==> src/hw/rtl/aat_pkg.sv <==
// ============================================================================
// aat_pkg
// Shared constants and types for the box affine transform unit: register
// indexes, register geometry and the per-stage advance strobes.
// ============================================================================
package aat_pkg;

    // Configuration register file geometry
    localparam int NUM_REGS  = 6;
    localparam int REG_W     = 64;
    localparam int HALF_W    = 32;
    localparam int CFG_IDX_W = 3;

    // Axes and matrix terms (three rows by three columns)
    localparam int NUM_AXES  = 3;
    localparam int NUM_TERMS = 9;

    typedef logic [CFG_IDX_W-1:0] t_cfg_idx;

    // Register indexes
    localparam t_cfg_idx REG_ROW0_XY = 3'd0;
    localparam t_cfg_idx REG_ROW0_ZT = 3'd1;
    localparam t_cfg_idx REG_ROW1_XY = 3'd2;
    localparam t_cfg_idx REG_ROW1_ZT = 3'd3;
    localparam t_cfg_idx REG_ROW2_XY = 3'd4;
    localparam t_cfg_idx REG_ROW2_ZT = 3'd5;

    // Load strobes, one per pipeline stage
    typedef struct packed {
        logic corner;   // stage 1: corner coordinates
        logic mul;      // stage 2: products
        logic minmax;   // stage 3: floor and per-term min/max
        logic sum;      // stage 4: row sums
        logic out;      // stage 5: center/half and saturation
    } t_pipe_en;

endpackage

==> src/hw/rtl/aat_cfg.sv <==
// ============================================================================
// aat_cfg
// Matrix register file. Holds the six 64-bit row registers and splits them
// into nine signed coefficients and three translations.
// ============================================================================
module aat_cfg #(
    parameter int COORD_BITS = 32,
    parameter int FRAC_BITS  = 16
) (
    input  logic                         i_clk,
    input  logic                         i_rst_n,
    input  logic                         i_wr,
    input  aat_pkg::t_cfg_idx            i_idx,
    input  logic [aat_pkg::REG_W-1:0]    i_data,
    output logic signed [COORD_BITS-1:0] o_coef  [aat_pkg::NUM_TERMS],
    output logic signed [COORD_BITS-1:0] o_trans [aat_pkg::NUM_AXES]
);

    localparam logic [aat_pkg::REG_W-1:0] FIX_ONE = aat_pkg::REG_W'(1) << FRAC_BITS;

    logic [aat_pkg::REG_W-1:0] r_row [aat_pkg::NUM_REGS];

    // Register writes; unknown indexes are dropped. Reset gives identity.
    always_ff @(posedge i_clk) begin
        if (!i_rst_n) begin
            r_row[aat_pkg::REG_ROW0_XY] <= FIX_ONE;
            r_row[aat_pkg::REG_ROW0_ZT] <= '0;
            r_row[aat_pkg::REG_ROW1_XY] <= FIX_ONE << aat_pkg::HALF_W;
            r_row[aat_pkg::REG_ROW1_ZT] <= '0;
            r_row[aat_pkg::REG_ROW2_XY] <= '0;
            r_row[aat_pkg::REG_ROW2_ZT] <= FIX_ONE;
        end else if (i_wr) begin
            case (i_idx)
                aat_pkg::REG_ROW0_XY: r_row[aat_pkg::REG_ROW0_XY] <= i_data;
                aat_pkg::REG_ROW0_ZT: r_row[aat_pkg::REG_ROW0_ZT] <= i_data;
                aat_pkg::REG_ROW1_XY: r_row[aat_pkg::REG_ROW1_XY] <= i_data;
                aat_pkg::REG_ROW1_ZT: r_row[aat_pkg::REG_ROW1_ZT] <= i_data;
                aat_pkg::REG_ROW2_XY: r_row[aat_pkg::REG_ROW2_XY] <= i_data;
                aat_pkg::REG_ROW2_ZT: r_row[aat_pkg::REG_ROW2_ZT] <= i_data;
                default: begin
                end
            endcase
        end
    end

    // Row a: xy register holds m_a0 / m_a1, zt register holds m_a2 / t_a
    for (genvar a = 0; a < aat_pkg::NUM_AXES; a++) begin : g_row
        assign o_coef[a*3]     = r_row[2*a][COORD_BITS-1:0];
        assign o_coef[a*3 + 1] = r_row[2*a][aat_pkg::HALF_W +: COORD_BITS];
        assign o_coef[a*3 + 2] = r_row[2*a + 1][COORD_BITS-1:0];
        assign o_trans[a]      = r_row[2*a + 1][aat_pkg::HALF_W +: COORD_BITS];
    end

endmodule

==> config.mk <==
export PLATFORM = sky130hd
export DESIGN_NAME = aat_cfg
export DESIGN_NICKNAME = d
export VERILOG_FILES = /design/src/hw/rtl/aat_pkg.sv /design/src/hw/rtl/aat_cfg.sv
export SDC_FILE = /design/constraint.sdc
export NUM_CORES = 1
export LEC_CHECK = 0
export ABC_AREA = 1
export BUFFER_PORTS_ARGS = -buffer_cell sky130_fd_sc_hd__buf_2
export CORE_ASPECT_RATIO = 0.7
export CORE_MARGIN = 2
export CORE_UTILIZATION = 31
export DETAILED_ROUTE_END_ITERATION = 12
export GPL_TIMING_DRIVEN = 0
export SKIP_CTS_REPAIR_TIMING = 1
export SYNTH_ARGS = -nofsm -noshare
export SYNTH_HDL_FRONTEND = slang
export SYNTH_SLANG_ARGS = --single-unit
==> constraint.sdc <==
create_clock -name i_clk -period 5.15 [get_ports i_clk]
set_clock_uncertainty 0.05 [all_clocks]
set_input_delay 0 -clock i_clk [delete_from_list [all_inputs] [get_ports i_clk]]
set_output_delay 0 -clock i_clk [all_outputs]
set_load 0.02 [all_outputs]
### Yosys cells after proc, flatten, opt, wreduce, memory -nomap -nowiden

Memory sizes are Yosys's and may differ from the RTL's.
Cells that the tools add are included.

* register bits after elaboration: 0
* output and inout bits: 384
* bits in writable memories: 384
* memories kept: 1

* reductions and logical operators: 1
* bitwise gates (word level): 6
* multiplexer cells: 31
* equality and inequality tests: 5

Memory list
* r_row: words 6, width 64, rd ports 6, clocked after Yosys merged registers in 0, wr ports 6, line aat_cfg.sv:21 `logic [aat_pkg::REG_W-1:0] r_row [aat_pkg::NUM_REGS];`

Operator list (count)
* 64-bit 2-to-1 mux: 6
* 1-bit 2-to-1 mux: 25
* 3-bit by 2-bit == test with 1-bit output (second input constant): 2
* 3-bit == test (second input constant): 2
* 1-bit bitwise OR: 6
* 3-bit by 1-bit == test with 1-bit output (second input constant): 1
* 3-bit logical NOT: 1

### Longest topological paths before layout

* depth after elaboration: 6
* mapped depth: 5
* gate-level depth less buffers: 4

### Worst setup path after synthesis

Ideal clock, no wire load.

* path kind: in2reg
* from: in i_idx[1]
* to: mem r_row[1][0] (netlist name), enable pin
* setup time: 0.574 ns
* path slack: -0.084 ns
* stages: 3
* path buffers: 0
* data arrival time: 4.610 ns
* cells stage by stage: inv_2 -> nand2_1 -> o21ai_0

RTL lines
* from (decl): line aat_cfg.sv:13 `input aat_pkg::t_cfg_idx i_idx,`
* to (decl): line aat_cfg.sv:21

==> results.cfg <==
[sta]
rsz0062_at_grt = false
worst_pin_slew_ns = 0.8811
fin_tns_setup_ns = 0
hold_ws_ns = 0.02844
achievable-frequency_mhz = 510.2
fin_crit_ns = 1.960
setup_viol = 0
finalCritPeriodShare = 0.3806
relSlewSlack = 0.4126
hold_viol = 0
final.setup.worst_slack_ns = 3.190
maxSlewViolCount = 0

[clock_tree]
clockBufferDepth = 3
cts.sinks = 384
cts_made_buffers = 39
cts-root-buf = clkbuf_16
cts_tree = done
clkSlewWorstSetupHoldPaths_ns = 0.06
h-tree-depth = 2

[synthesis]
synth_edf_count = 384
synth_seq_cells = 384
ys_types = 14
synthCells = 899
synth.most_common_cell = edfxtp_1
async_flop_share = 0
synthTopCellsByArea = edfxtp_1 85%, nor2_1 11%, inv_1 1.9%
syn-mean-instance-area_um2 = 15.06
synth_ff_type = edfxtp_1
yosys.area.top_type_share = 0.8519
syn-num-nets = 969
synth_warnings = 0
synth-seq-area-share = 0.8519
synth_area_mm2 = 0.01354
ys_top_cells_by_count = 384 x edfxtp_1, 381 x nor2_1, 67 x inv_1, 30 x clkbuf_1, 10 x nand2_1
yosys.area.top_type = edfxtp_1

[route]
route.detailed.drc = 0
first_pass_iters = 5
drt-total-wl_mm = 43.87
via_count = 9245
avgViaCountPerCell = 4.415
drtIter0Drc = 576
wl_per_cell_um = 20.95
ant_nets = 0

[critical_path]
crit_required_ns = 5.37
worstPathMaxFanout = 7
crit_type = input pin to flip-flop
end_kind = flip-flop
arrival_ns = 2.18
cp-start-kind = input pin
cp-startpoint = i_idx[2]

[global_route]
gr-total-overflow = 0
grt_start_max_net_pins = 47
antenna_found_initial = 1
track_usage = 0.1833
grt_pass1_wl_mm = 59.99
first_global_vias = 8959

[power]
power.internal_mw = 5.465
p_leak_nw = 7.882
netSwitchingPower_mw = 1.781
p_seq_frac = 0.511
p_sw_frac = 0.2458
power.total_mw = 7.245
p_clk_frac = 0.379
power_density_mw_per_mm2 = 385.4
p_comb_frac = 0.110
irDropWorstVdd_mv = 0.2861

[floorplanning]
initial_utilization = 0.3119
ios = 454
dieHeight_um = 178.8
core_area_mm2 = 0.04340
rows = 64
die_w_um = 253.8
dieArea_mm2 = 0.04538

[final_layout]
stdcell_count = 2094
reg_top3 = r_row (384)
diodes = 0
final_util = 0.4332
regMostFlops = r_row
areaGrowthSynthToFinish_pct = 38.91
fin_nets = 1546
largest_reg_flops = 384
drive_gt1_frac = 0.3580
final_cell_area_mm2 = 0.01880

[run_status]
outcome = completed

[placed_design]
dpl_cell_area_mm2 = 0.01687
dp_cells = 1957
port_buffers = 452
place_congestion = 0.8004
dp_hpwl_mm = 29.65
dp_slack_ns = 3.197

[min_path]
worstHoldPathType = input pin to flip-flop
holdPathStages = 3
min-delay-start = i_wr

[job]
maxCapViolCount = 0
==> layer usage <==
metal  up-vias  track usage  routed length (µm)
met4         0      0.04681                 899
li1       4191            -                   -
met5         -            0                   0
met3        67      0.05575                3824
met2       435       0.3018               20820
met1      4552       0.2369               18330
==> path summary, 6_finish.rpt <==
path	to
worst min-delay path	r_row[3][21]$_SDFFCE_PN0P_
worst max-delay path	r_row[2][48]$_SDFFCE_PN1P_
==> layout make-up <==
cell class                 count  area (µm²)
fill                        4028       24600
sequential                   384       11530
inverter                      70       262.8
clock inverter                18       157.7
timing repair buffer         536        3261
clock buffer                  47        1049
buffer                        38       155.1
multi-input combinational    407        1643
tap                          594       743.2
==> logic make-up (layout without fill, tap and decap cells) <==
kind of cell / count (synthesis) / count (layout) / synth area share
and+or+nand+nor: 404 / 404 / 0.1161
AOI/OAI and AO/OA: 3 / 3 / 0.001109
DFF: 384 / 384 / 0.8519
buffers and inverters: 108 / 709 / 0.03087
==> power groups by stage <==
stage	Clock [mW]	Sequential, mW	Combinational (mW)
floorplan	0	4.06	0.114
global placement	0	3.79	0.725
detailed placement	0	3.76	0.767
CTS	2.81	3.70	0.768
global route	2.92	3.72	0.848
finish	2.75	3.70	0.800
==> worst max-delay path, stage by stage <==
cell and delay, ns:
dlygate4sd3_1 0.54, buf_2 0.15, nor2_4 0.21, dlygate4sd3_1 0.63, nand4_1 0.08, dlygate4sd3_1 0.57
==> cell usage in the layout (no fill, tap or decap), drive strengths merged <==
cell type / n
clkbuf: 77
buf: 472
nor2: 385
nand2: 10
o21ai: 3
nand3: 6
nand4: 3
dlygate4sd3: 72
inv: 70
bufinv: 3
edfxtp: 384
clkinv: 15
Note: power is estimated with default switching activity, not from simulation.
