`src/hw/rtl/aat_pkg.sv`:
```
// ============================================================================
// aat_pkg
// Shared constants and types for the box affine transform unit: register
// indexes, register geometry and the per-stage advance strobes.
// ============================================================================
package aat_pkg;

    // Configuration register file geometry
    localparam int NUM_REGS  = 6;
    localparam int REG_W     = 64;
    localparam int HALF_W    = 32;
    localparam int CFG_IDX_W = 3;

    // Axes and matrix terms (three rows by three columns)
    localparam int NUM_AXES  = 3;
    localparam int NUM_TERMS = 9;

    typedef logic [CFG_IDX_W-1:0] t_cfg_idx;

    // Register indexes
    localparam t_cfg_idx REG_ROW0_XY = 3'd0;
    localparam t_cfg_idx REG_ROW0_ZT = 3'd1;
    localparam t_cfg_idx REG_ROW1_XY = 3'd2;
    localparam t_cfg_idx REG_ROW1_ZT = 3'd3;
    localparam t_cfg_idx REG_ROW2_XY = 3'd4;
    localparam t_cfg_idx REG_ROW2_ZT = 3'd5;

    // Load strobes, one per pipeline stage
    typedef struct packed {
        logic corner;   // stage 1: corner coordinates
        logic mul;      // stage 2: products
        logic minmax;   // stage 3: floor and per-term min/max
        logic sum;      // stage 4: row sums
        logic out;      // stage 5: center/half and saturation
    } t_pipe_en;

endpackage

```
`src/hw/rtl/aat_corner.sv`:
```
// ============================================================================
// aat_corner
// Stage 1: forms the low and high corner coordinate on each axis
// (center - half, center + half) at one bit more than the input width.
// ============================================================================
module aat_corner #(
    parameter int COORD_BITS = 32
) (
    input  logic                         i_clk,
    input  logic                         i_en,
    input  logic signed [COORD_BITS-1:0] i_center [aat_pkg::NUM_AXES],
    input  logic [COORD_BITS-2:0]        i_half   [aat_pkg::NUM_AXES],
    output logic signed [COORD_BITS:0]   o_lo     [aat_pkg::NUM_AXES],
    output logic signed [COORD_BITS:0]   o_hi     [aat_pkg::NUM_AXES]
);

    logic signed [COORD_BITS:0] r_lo [aat_pkg::NUM_AXES];
    logic signed [COORD_BITS:0] r_hi [aat_pkg::NUM_AXES];
    logic signed [COORD_BITS:0] n_lo [aat_pkg::NUM_AXES];
    logic signed [COORD_BITS:0] n_hi [aat_pkg::NUM_AXES];

    // Corner extents, no saturation
    always_comb begin
        for (int a = 0; a < aat_pkg::NUM_AXES; a++) begin
            n_lo[a] = {i_center[a][COORD_BITS-1], i_center[a]} - {2'b00, i_half[a]};
            n_hi[a] = {i_center[a][COORD_BITS-1], i_center[a]} + {2'b00, i_half[a]};
        end
    end

    always_ff @(posedge i_clk) begin
        if (i_en) begin
            r_lo <= n_lo;
            r_hi <= n_hi;
        end
    end

    assign o_lo = r_lo;
    assign o_hi = r_hi;

endmodule

```
`config.mk`:
```
export PLATFORM = sky130hd
export DESIGN_NAME = aat_corner
export DESIGN_NICKNAME = d
export VERILOG_FILES = /design/src/hw/rtl/aat_pkg.sv /design/src/hw/rtl/aat_corner.sv
export SDC_FILE = /design/constraint.sdc
export NUM_CORES = 1
export LEC_CHECK = 0
export ABC_CLOCK_PERIOD_IN_PS = 4200
export BUFFER_PORTS_ARGS = -buffer_cell sky130_fd_sc_hd__buf_2
export CORE_ASPECT_RATIO = 1.25
export CORE_MARGIN = 4
export CORE_UTILIZATION = 48
export CTS_CLUSTER_DIAMETER = 60
export DETAILED_ROUTE_END_ITERATION = 12
export HOLD_SLACK_MARGIN = 0.05
export PLACE_DENSITY = 0.82
export RECOVER_POWER = 25
export SETUP_SLACK_MARGIN = 0.02
export SYNTH_ARGS = -nofsm -noshare
export SYNTH_HDL_FRONTEND = slang
export SYNTH_SLANG_ARGS = --single-unit
```
`constraint.sdc`:
```
create_clock -name i_clk -period 4.2 [get_ports i_clk]
set_input_delay 0.84 -clock i_clk [delete_from_list [all_inputs] [get_ports i_clk]]
set_output_delay 0.84 -clock i_clk [all_outputs]
set_load 0.02 [all_outputs]
```
=== Word-level counts from Yosys, hierarchy flattened ===
Cells that the tools add are included.

* Multipliers: 0
* Bitwise logic cells: 0
* Eq/ne operators: 0
* Muxes and demuxes: 0
* Order comparisons: 0
* Shifts and indexed selects: 0
* Add/sub/neg operators: 6
* Divide/modulo/power cells: 0
* Reductions and logical operators: 0

{| class="wikitable"
|+ Operators by type and width
! kind !! number
|-
| $add A32 B32 Y33 || 3
|-
| $sub A32 B32 Y33 || 3
|}

* Input bits: 191
* Output and inout bits: 198
* Bits in registers: 198
* Memories: 0
* Latch bits: 0
* Bits in read-only memories: 0
* Bits in writable memories: 0

=== Longest topological paths before layout ===
* Depth after elaboration: 1
* Gate-level depth with buffers: 12
* Depth with buffers taken out: 12

=== Worst setup path after synthesis ===
No wires, ideal clock.

* Path kind: input to register
* Start point: input i_center[64] in the netlist's numbering
* End point: register r_lo (netlist bit o_lo[94]) (data pin)
* Library setup time: 256 ps
* Stages on the path: 12
* Data required time: 3,944 ps
* Setup slack: 887 ps
* Path buffers: 0
* Data arrival time: 3,056 ps
* Cells stage by stage: inv_1 > ha_1 > fa_1 > nor2b_1 > o21a_1 > o21ai_0 > a21oi_1 > a211oi_1 > o41a_1 > o21bai_2 > nand4_1 > and4b_1

{| class="wikitable"
|+ RTL lines
! element !! line !! text
|-
| from (decl) || aat_corner.sv:11 || <nowiki>input logic signed [COORD_BITS-1:0] i_center [aat_pkg::NUM_AXES],</nowiki>
|-
| to (signal assigned) || aat_corner.sv:32 || <nowiki>r_lo <= n_lo;</nowiki>
|-
| to (decl) || aat_corner.sv:17 || <nowiki>logic signed [COORD_BITS:0] r_lo [aat_pkg::NUM_AXES];</nowiki>
|}

==> metrics <==
failing checks=capacitance limit, slew limit; Critical Path Sink Type=flip-flop; sw frac=0.363; layout cell share with drive strength beyond 1=0.219; Pleak=around 0.0084 µW; clock root buffer=clkbuf_16; clock tree buffer depth=2; syn nets=between 2000 and 2500; via count=~14000; worst path arrival time=~3.9 ns; First-pass DRT Iterations=7; cts hold-fix bufs=0; fin area=19000 µm²; Final period util=0.867; Yosys reg bits=195; chip width=172 µm; critical path class=primary input to flip-flop; power share of the combinational group=0.368; H-tree depth=4; max cap viols=2; sequential element share of the synthesized area=0.362; first-pass GRT wire length=~73000 µm; filler instances=between 2000 and 3000; post-synth cell types=just under 100; Clk pwr share=0.250; drt via density=around 5.7; nets@finish=between 2000 and 2500; FP Rows=74; Syn Area/Cell=between 9 and 10 µm²; CTS tree=yes; endpoints failing hold=0; worst-path maximum fanout=3; post_cts resized=0; internal power=roughly 4400 µW; GRT Util Overall=0.251; post-synthesis cell count=between 1500 and 2000; initial antenna violation count=20; Period minus WS final=approximately 3.6 ns; Peak supply drop=around 0.22 mV; clk sinks=between 150 and 200; wirelength, routed=between 40000 and 50000 µm; vias in the first global route=approximately 14000; Mapped Area=around 16000 µm²; crit start category=primary input; NetSw=~2500 µW; synthesis-to-finish area growth=17.1%; RSZ-0062 raised after global routing=false; DRT antenna net count=0; outcome=finished with violations; io pins=slightly below 400; port bufs=roughly 390; Worst setup endpoint=o_hi[98]; DP HPWL=around 38000 µm; largest net degree at the start of global routing=approximately 70; sequential share of power=0.382; chip height=~210 µm; gr ovfl total=0; PwrDens=approximately 370 nW/µm²; post-CTS setup buffers=0; Die ar.=between 30000 and 40000 µm²; yosys warns=0; Synth Flop Type=edfxtp_1; fmax=0.275 GHz; core area=33000 µm²; Post-synth EDFFs=195; min-delay worst type=primary input to flip-flop; CP Launch Point=i_center[64]; setup TNS=0 ns; Worst-path clk slew=0.07 ns; Setup violations, final=0; ys async rst share=0; Slew headroom=-0.409; actual slew at the worst max-slew pin=2.11 ns; total CTS buffers=17; drt drc=0; GP Congestion=between 0.9 and 1; Final Max Slew Viols=107; DP Cell Count=roughly 2500; drt first-iter violations=849; CP Data Required Time=~4.5 ns; final cell count without fillers=around 2500; effective utilization at floorplan=0.491; post-DR wirelength/cell=roughly 19 µm; Post-Place Cell Area=roughly 18000 µm²
## critical path, cell delays in order
cell	delay (ns)
clkbuf_1	0.11
ha_1	0.24
fa_1	0.40
nor2b_1	0.16
o21ai_0	0.35
a211oi_1	0.19
o31ai_1	0.51
o2111ai_1	0.29
a31oi_1	0.35
o41ai_2	0.13
a2111oi_2	0.33
## registers in the layout (all words and copies together) (netlist names)
| name | cells |
|---|---|
| o_hi | 97 |
| o_lo | 98 |
## routing by layer
metal | share of wire | track usage
met2 | 0.50 | 0.446
met1 | 0.37 | 0.277
met3 | 0.073 | 0.0614
met4 | 0.053 | 0.129
met5 | 0.0029 | 0
## how the worst min path moves through the flow
stage                      start        to  slack (ns)  depth (start not counted)
floorplan                   i_en  o_hi[10]        0.95                          0
global placement    i_center[31]  o_hi[31]        1.18                          2
detailed placement  i_center[63]  o_lo[65]        1.19                          2
CTS                 i_center[31]  o_hi[31]        0.70                          2
global route        i_center[63]  o_lo[65]        0.72                          2
finish              i_center[31]  o_hi[31]        0.72                          2
## stage by stage
stage / setup WS (ns) / utilization / hold slack [ns] / total power (µW)
floorplan: 0.887 / - / 0.952 / 4380
global placement: 0.345 / 0.557 / 1.18 / 5170
detailed placement: 0.217 / 0.557 / 1.19 / 5220
CTS: 0.692 / 0.576 / 0.698 / 6960
global route: 0.482 / 0.575 / 0.716 / 7300
finish: 0.559 / 0.575 / 0.725 / 6950
## cell families (layout without fill, tap and decap cells)
kind of cell               count (synthesis)  in the layout  share of synthesized area
AOI/OAI and AO/OA                        494            494                      0.203
xor gates and xnor gates                 156            156                     0.0844
adders and majority gates                192            192                      0.151
buffers and inverters                    258            618                     0.0666
DFF                                      195            195                      0.362
muxes                                      1              1                   0.000618
other                                      0              7                          0
and+or+nand+nor                          440            440                      0.132
## power by group through the flow
stage / clock network, µW / registers, µW / logic [µW]
finish: 1740 / 2660 / 2550
CTS: 1760 / 2660 / 2540
detailed placement: 0 / 2700 / 2520
global placement: 0 / 2690 / 2480
global route: 1850 / 2680 / 2760
floorplan: 0 / 3090 / 1290
## layout by cell type (no fill, tap or decap), types with 7 or more instances in the layout
cell	n
edfxtp_1	195
clkbuf_1	8
xor2_1	29
o31ai_1	18
nor2_1	176
o21a_1	19
inv_1	186
nor4_1	11
a21o_1	29
nand2_1	66
and2_1	7
o211ai_1	10
diode_2	7
or3_1	12
o21ai_0	82
clkbuf_16	17
o21bai_1	41
nand3_1	27
nor3_1	38
o21ai_1	10
nand2b_1	17
xnor2_1	127
a311oi_1	7
a31oi_1	14
a21oi_1	168
and3_1	14
nand4_1	12
a211oi_1	17
nor2b_1	28
buf_2	381
ha_1	186
## Yosys cell counts (19+ instances only)
| cell type | count | area (µm²) |
|---|---|---|
| a21o_1 | 29 | 218 |
| a21oi_1 | 168 | 841 |
| clkbuf_1 | 37 | 139 |
| edfxtp_1 | 195 | 5860 |
| ha_1 | 186 | 2330 |
| inv_1 | 186 | 698 |
| nand2_1 | 66 | 248 |
| nand3_1 | 27 | 135 |
| nor2_1 | 176 | 661 |
| nor2b_1 | 28 | 175 |
| nor3_1 | 38 | 190 |
| o21a_1 | 19 | 143 |
| o21ai_0 | 82 | 410 |
| o21bai_1 | 41 | 308 |
| xnor2_1 | 127 | 1110 |
| xor2_1 | 29 | 254 |
## cell type report
class	count	area (µm²)	area share
Multi-Input combinational cell	1283	9260	0.488
Sequential cell	195	5860	0.309
Timing Repair Buffer	396	2000	0.105
Inverter	190	713	0.0376
Tap cell	418	523	0.0276
Clock buffer	18	429	0.0226
Clock inverter	14	173	0.00911
Antenna cell	7	17.5	0.000924
Power figures use the tool's default switching activity.
