<file path="config.mk">
export PLATFORM = sky130hd
export DESIGN_NAME = aat_sum
export DESIGN_NICKNAME = d
export VERILOG_FILES = /design/src/hw/rtl/aat_pkg.sv /design/src/hw/rtl/aat_sum.sv
export SDC_FILE = /design/constraint.sdc
export NUM_CORES = 2
export LEC_CHECK = 0
export BUFFER_PORTS_ARGS = -buffer_cell sky130_fd_sc_hd__buf_2
export CORE_AREA = 5 5 456 458
export DETAILED_ROUTE_END_ITERATION = 8
export DIE_AREA = 0 0 461 463
export PLACE_DENSITY = 0.6
export SLEW_MARGIN = 40
export SYNTH_ARGS = -nofsm -noshare
export SYNTH_HDL_FRONTEND = slang
export SYNTH_SLANG_ARGS = --single-unit
</file>
<file path="constraint.sdc">
create_clock -name i_clk -period 10.9 [get_ports i_clk]
set_input_delay 1.635 -clock i_clk [delete_from_list [all_inputs] [get_ports i_clk]]
set_output_delay 1.635 -clock i_clk [all_outputs]
set_load 0.02 [all_outputs]
</file>
<file path="src/hw/rtl/aat_pkg.sv">
// ============================================================================
// aat_pkg
// Shared constants and types for the box affine transform unit: register
// indexes, register geometry and the per-stage advance strobes.
// ============================================================================
package aat_pkg;

    // Configuration register file geometry
    localparam int NUM_REGS  = 6;
    localparam int REG_W     = 64;
    localparam int HALF_W    = 32;
    localparam int CFG_IDX_W = 3;

    // Axes and matrix terms (three rows by three columns)
    localparam int NUM_AXES  = 3;
    localparam int NUM_TERMS = 9;

    typedef logic [CFG_IDX_W-1:0] t_cfg_idx;

    // Register indexes
    localparam t_cfg_idx REG_ROW0_XY = 3'd0;
    localparam t_cfg_idx REG_ROW0_ZT = 3'd1;
    localparam t_cfg_idx REG_ROW1_XY = 3'd2;
    localparam t_cfg_idx REG_ROW1_ZT = 3'd3;
    localparam t_cfg_idx REG_ROW2_XY = 3'd4;
    localparam t_cfg_idx REG_ROW2_ZT = 3'd5;

    // Load strobes, one per pipeline stage
    typedef struct packed {
        logic corner;   // stage 1: corner coordinates
        logic mul;      // stage 2: products
        logic minmax;   // stage 3: floor and per-term min/max
        logic sum;      // stage 4: row sums
        logic out;      // stage 5: center/half and saturation
    } t_pipe_en;

endpackage

</file>
<file path="src/hw/rtl/aat_sum.sv">
// ============================================================================
// aat_sum
// Stages 4 and 5: adds the per-term extremes and the translation into the
// per-axis min and max, then forms center and half extent with saturation.
// ============================================================================
module aat_sum #(
    parameter int COORD_BITS = 32,
    parameter int FRAC_BITS  = 16
) (
    input  logic                                   i_clk,
    input  logic                                   i_en_sum,
    input  logic                                   i_en_out,
    input  logic signed [2*COORD_BITS-FRAC_BITS:0] i_min    [aat_pkg::NUM_TERMS],
    input  logic signed [2*COORD_BITS-FRAC_BITS:0] i_max    [aat_pkg::NUM_TERMS],
    input  logic signed [COORD_BITS-1:0]           i_trans  [aat_pkg::NUM_AXES],
    output logic signed [COORD_BITS-1:0]           o_center [aat_pkg::NUM_AXES],
    output logic [COORD_BITS-2:0]                  o_half   [aat_pkg::NUM_AXES]
);

    localparam int SHW  = 2*COORD_BITS + 1 - FRAC_BITS;
    localparam int SUMW = SHW + 2;              // three terms plus translation
    localparam int CMW  = SUMW + 1;             // min+max and max-min
    localparam logic signed [SUMW-1:0] CMAX =
        SUMW'((65'(1) << (COORD_BITS-1)) - 65'(1));
    localparam logic signed [SUMW-1:0] CMIN = -CMAX - SUMW'(1);

    logic signed [SUMW-1:0]       r_smin [aat_pkg::NUM_AXES];
    logic signed [SUMW-1:0]       r_smax [aat_pkg::NUM_AXES];
    logic signed [SUMW-1:0]       n_smin [aat_pkg::NUM_AXES];
    logic signed [SUMW-1:0]       n_smax [aat_pkg::NUM_AXES];
    logic signed [CMW-1:0]        w_add  [aat_pkg::NUM_AXES];
    logic signed [CMW-1:0]        w_diff [aat_pkg::NUM_AXES];
    logic signed [SUMW-1:0]       w_ctr  [aat_pkg::NUM_AXES];
    logic signed [SUMW-1:0]       w_hlf  [aat_pkg::NUM_AXES];
    logic signed [COORD_BITS-1:0] r_center [aat_pkg::NUM_AXES];
    logic [COORD_BITS-2:0]        r_half   [aat_pkg::NUM_AXES];
    logic signed [COORD_BITS-1:0] n_center [aat_pkg::NUM_AXES];
    logic [COORD_BITS-2:0]        n_half   [aat_pkg::NUM_AXES];

    // Row sums; min/max of a separable sum is the sum of per-term min/max
    always_comb begin
        for (int a = 0; a < aat_pkg::NUM_AXES; a++) begin
            n_smin[a] = i_min[a*3] + i_min[a*3 + 1] + i_min[a*3 + 2] + i_trans[a];
            n_smax[a] = i_max[a*3] + i_max[a*3 + 1] + i_max[a*3 + 2] + i_trans[a];
        end
    end

    always_ff @(posedge i_clk) begin
        if (i_en_sum) begin
            r_smin <= n_smin;
            r_smax <= n_smax;
        end
    end

    // Floored halves of sum and span, then clamp
    always_comb begin
        for (int a = 0; a < aat_pkg::NUM_AXES; a++) begin
            w_add[a]  = r_smax[a] + r_smin[a];
            w_diff[a] = r_smax[a] - r_smin[a];
            w_ctr[a]  = w_add[a][CMW-1:1];
            w_hlf[a]  = w_diff[a][CMW-1:1];
            if (w_ctr[a] > CMAX) begin
                n_center[a] = CMAX[COORD_BITS-1:0];
            end else if (w_ctr[a] < CMIN) begin
                n_center[a] = CMIN[COORD_BITS-1:0];
            end else begin
                n_center[a] = w_ctr[a][COORD_BITS-1:0];
            end
            // span is never negative, only the top needs a clamp
            if (w_hlf[a] > CMAX) begin
                n_half[a] = CMAX[COORD_BITS-2:0];
            end else begin
                n_half[a] = w_hlf[a][COORD_BITS-2:0];
            end
        end
    end

    always_ff @(posedge i_clk) begin
        if (i_en_out) begin
            r_center <= n_center;
            r_half   <= n_half;
        end
    end

    assign o_center = r_center;
    assign o_half   = r_half;

endmodule

</file>
# ---- After elaboration in Yosys (flattened, before gate mapping)
# Index checks and enable logic that the tools add are counted.
dict set report classes {
  shifts 0
  bitwise 0
  muxes 3
  eq_ne 0
  n_reduce_logical 0
  addsub 24
  multipliers 0
  div_mod_pow 0
  order_cmp 9
}
# operator n
set ops {}
lappend ops {{50-bit by 49-bit adder with 51-bit output} 6}
lappend ops {{51-bit by 32-bit adder with 51-bit output} 6}
lappend ops {{51-bit by 32-bit > comparator with 1-bit output (second input constant)} 6}
lappend ops {{49-bit by 49-bit adder with 50-bit output} 6}
lappend ops {{51-bit by 51-bit adder with 52-bit output} 3}
lappend ops {{51-bit by 51-bit subtractor with 52-bit output} 3}
lappend ops {{51-bit by 32-bit less-than comparator with 1-bit output (second input constant)} 3}
lappend ops {{32-bit 2-to-1 mux} 3}
dict set report totals {
  mem_bits_ro 0
  ram_bits 0
  out_inout_bits 189
  inputBits 981
  memories 0
  latchBits 0
  ff_bits 495
  elab_cells 48
}

# ---- Depth between registers and ports, before layout
dict set report logic_depth {
  depth_word 3
  depth_mapped 18
  mapped_depth_nobuf 18
}

# ---- Least setup slack after synthesis
# No wires, ideal clock.
dict set report synth_timing {
  path_type {input port to flip-flop}
  from {in i_max[1] (netlist bit)}
  to {reg r_smax[45] (netlist bit), data pin}
  setup_time_ps 262
  slack_ps 4917
  stages 18
  t_arrival_ps 5722
  path_buffers 0
  required_time_ps 10638
  path_cell_list {fa_1 > fa_1 > ha_1 > inv_1 > fa_1 > nor2b_1 > o31a_1 > o21ai_0 > a21boi_1 > o311a_1 > o21a_1 > o41a_1 > or2_2 > a221oi_2 > o21a_1 > nor2b_1 > o21ai_1 > xor2_1}
}
# element line
set synth_rtl {}
lappend synth_rtl {{start: declaration} aat_sum.sv:14} ;# input logic signed [2*COORD_BITS-FRAC_BITS:0] i_max [aat_pkg::NUM_TERMS],
lappend synth_rtl {{end signal: assignment} aat_sum.sv:51} ;# r_smax <= n_smax;
lappend synth_rtl {{end: declaration} aat_sum.sv:28} ;# logic signed [SUMW-1:0] r_smax [aat_pkg::NUM_AXES];

==> impl_metrics.py <==
metrics = {
    "sta": {
        "rsz0062_at_grt": "no",
        "hold_viol": 0,
        "maxSlewViolCount": 0,
        "slew_headroom_pct": 39.82,
        "finClkSkew_ps": 54.69,
        "fmax_mhz": 149.8,
        "period_share_pct": 61.23,
        "setup_viol": 0,
        "tns_ps": 0,
        "tightest_slew_ps": 891.3,
        "period_minus_slack_ps": 6674,
    },
    "pwr": {
        "power_leakage_nw": 29.99,
        "power_frac_comb_pct": 75.5,
        "power_frac_clock_pct": 7.8,
        "sequentialPowerShare_pct": 16.7,
        "p_switching_mw": 14.05,
        "swShare_pct": 54.04,
        "cellPowerDensity_nw_per_um2": 361.6,
        "p_int_mw": 11.95,
        "ir_drop_v": 0.0001922,
    },
    "global_routing": {
        "gr-usage-met3_pct": 3.118,
        "top_usage_layer": "met2",
        "grt.total_usage_pct": 22.93,
        "grt_pass1_vias": 54940,
        "overflow": 0,
        "use_met1_pct": 27.71,
        "grt_max_degree": 94,
        "grtUsageMet2_pct": 40.70,
        "grt_antenna_before_repair": 64,
        "grt_pass1_wl_um": 366000,
    },
    "cts": {
        "clk_path_buf_depth": 3,
        "clkTransAtPathRegs_ps": 60,
        "hold_buffers": 0,
        "root_buffer": "clkbuf_16",
        "ctsResizeCount": 0,
        "clock_sinks": 495,
        "cts_buffers": 59,
        "post-cts-setup-buffers": 0,
        "cts_tree": "done",
        "htree_levels": 2,
        "worstSkewPairLatency_ps": 710,
    },
    "worst_setup_path": {
        "crit_path_start_kind": "input pin",
        "r2r_slack_ps": 4920,
        "rr_worst_depth": 14,
        "crit_type": "in2reg",
        "r2r-end": "o_center[91]",
        "required_ps": 11310,
        "end_kind": "flip-flop",
        "path_max_fanout": 3,
        "crit_arrival_ps": 7080,
        "rr_startpoint": "r_smax[116]",
    },
    "synthesis": {
        "avgSynthCellArea_um2": 9.803,
        "synthArstFlopShare_pct": 0,
        "yosys_warnings": 0,
        "synth_cells": 6238,
        "ys.flop_type": "edfxtp_1",
        "ys_seq_area_share_pct": 24.31,
        "synth_edf_count": 495,
        "syn_nets": 8419,
        "synth-seq-cells": 495,
        "synth.distinct_cells": 111,
        "syn_area_um2": 61150,
    },
    "floorplanning": {
        "core_area_um2": 203500,
        "die_w_um": 461,
        "io_pins": 1170,
        "die_h_um": 463,
        "die_area_um2": 213400,
        "start_util_pct": 30.04,
        "num_rows": 166,
    },
    "final_layout": {
        "final_layout_size_suffix_gt1_share_pct": 18.89,
        "n_fill_cell": 20810,
        "ff_latch_area_um2": 14860,
        "design_area_um2": 71910,
        "multiInputGateArea_um2": 44030,
        "final_nets": 9495,
        "area_delta_synth_final_pct": 17.59,
    },
    "routing": {
        "drt_iter0_drc": 3411,
        "wl_per_cell_um": 25.23,
        "vias_per_cell": 5.240,
        "first_pass_iters": 6,
        "drc": 0,
        "num_vias": 52820,
        "wl_um": 254300,
        "ant_nets": 0,
    },
    "worst_hold_path": {
        "hold_end": "o_half[0]",
        "hp-start": "r_smax[0]",
        "worstHoldPathType": "reg2reg",
        "whs_path_depth": 3,
    },
    "placement": {
        "io_buffers": 1169,
        "place_congestion": 1.052,
        "placed_cell_area_um2": 69830,
        "place_hpwl_um": 223700,
    },
    "run_status": {
        "status": "completed",
    },
    "run": {
        "maxCapViolCount": 0,
    },
}
[stage by stage]
stage                     std cells  hold WS (ps)  util (%)  total power, mW  setup slack, ps
after global routing          10070         894.8     35.31            28.12             3985
after floorplan                6238         723.2         -            17.78             4917
after global placement         9940         834.1     34.28            23.90             3621
after detailed placement       9941         840.1     34.31            23.89             3628
final                         10080         844.5     35.33            26.01             4226
after CTS                     10050         858.2     35.28            26.08             4376
[how the worst max path moves through the flow]
stage	from	endpoint	slack (ps)	cells after the start
3_5_place_dp	i_min[296]	r_smin[152]	3630	17
3_3_place_gp	i_min[296]	r_smin[152]	3620	17
6_report	i_min[296]	r_smin[152]	4230	17
4_1_cts	i_min[296]	r_smin[152]	4380	17
2_1_floorplan	i_max[1]	r_smax[45]	4920	18
5_1_grt	i_max[148]	r_smax[96]	3990	19
[worst max-delay path: stages]
cell and delay (ps):
buf_2 120, fa_1 580, fa_1 460, ha_1 310
a21o_1 150, a21oi_1 270, o211ai_1 170, nand4_1 240
a21oi_1 150, o31ai_1 770, a2111oi_0 330, and4_1 310
o311ai_1 580, nand2b_1 190, a221o_1 350, a221oi_1 340
xnor2_1 120
[Yosys cell counts (17+ instances only)]
cell | instances | area (µm²)
o211ai_1 | 41 | 307.8
o21ai_1 | 57 | 285.3
ha_1 | 600 | 7507
o31ai_1 | 67 | 503.0
inv_1 | 380 | 1426
o21ai_0 | 327 | 1637
or3_1 | 23 | 143.9
nor4_1 | 73 | 456.7
nand2_1 | 361 | 1355
edfxtp_1 | 495 | 14860
or4_1 | 19 | 142.6
o31a_1 | 17 | 148.9
a31oi_1 | 52 | 325.3
o21bai_1 | 116 | 870.8
nand2b_1 | 77 | 481.7
xnor2_1 | 426 | 3731
fa_1 | 600 | 12010
o21a_1 | 85 | 638.1
a21o_1 | 201 | 1509
nor2_1 | 445 | 1670
nor3_1 | 114 | 570.6
a21boi_0 | 25 | 187.7
a211o_1 | 19 | 166.4
clkbuf_1 | 86 | 322.8
a21oi_1 | 628 | 3143
nor2b_1 | 77 | 481.7
nand4_1 | 69 | 431.7
buf_2 | 67 | 335.3
xor2_1 | 98 | 858.3
and2_1 | 26 | 162.7
and3_1 | 43 | 269.0
a211oi_1 | 44 | 330.3
nand3_1 | 127 | 635.6
[placed cells by master, fill, tap and decap left out, types with 52 or more instances in the layout]
| master | instances |
|---|---|
| nand2_1 | 361 |
| o21ai_1 | 57 |
| a21o_1 | 201 |
| nand3_1 | 127 |
| nor2b_1 | 77 |
| o21ai_0 | 327 |
| nor4_1 | 71 |
| inv_1 | 380 |
| buf_2 | 1166 |
| a31oi_1 | 52 |
| a21oi_1 | 628 |
| o21bai_1 | 116 |
| xnor2_1 | 426 |
| o31ai_1 | 66 |
| xor2_1 | 98 |
| nand4_1 | 69 |
| o21a_1 | 85 |
| edfxtp_1 | 495 |
| nand2b_1 | 77 |
| ha_1 | 600 |
| clkbuf_16 | 59 |
| fa_1 | 600 |
| nor3_1 | 114 |
| nor2_1 | 445 |
[layout make-up]
class	count	area share, %
diodes	30	0.1044
multi-input cells	5165	61.22
well taps	2688	4.677
clock buffers	65	2.084
inverters	399	2.083
flip-flops and latches	495	20.67
clock inverters	44	0.6525
repair buffers	1194	8.503
[power groups by stage]
stage	registers, mW	logic (mW)	clock network, mW
2_1_floorplan	4.49	13.3	0
3_3_place_gp	4.39	19.5	0
3_5_place_dp	4.41	19.5	0
4_1_cts	4.38	19.6	2.12
5_1_grt	4.44	21.5	2.19
6_report	4.33	19.6	2.03
[metal layers]
layer,wire length (µm),up-vias
met4,12510,24
met5,162,-
li1,-,24790
met2,126700,1724
met3,12430,360
met1,102400,25910
[flip-flops by register name (all words and copies together) (netlist names)]
register  flops
o_half       93
o_center     96
r_smax      153
r_smin      153
[kinds of logic after synthesis]
family	synth area share, %
xor gates and xnor gates	7.505
adders and majority gates	31.92
AOI/OAI and AO/OA	20.14
and+or+nand+nor	12.16
DFF	24.31
buffers and inverters	3.801
muxes	0.1678
(Power assumes the default switching activity.)
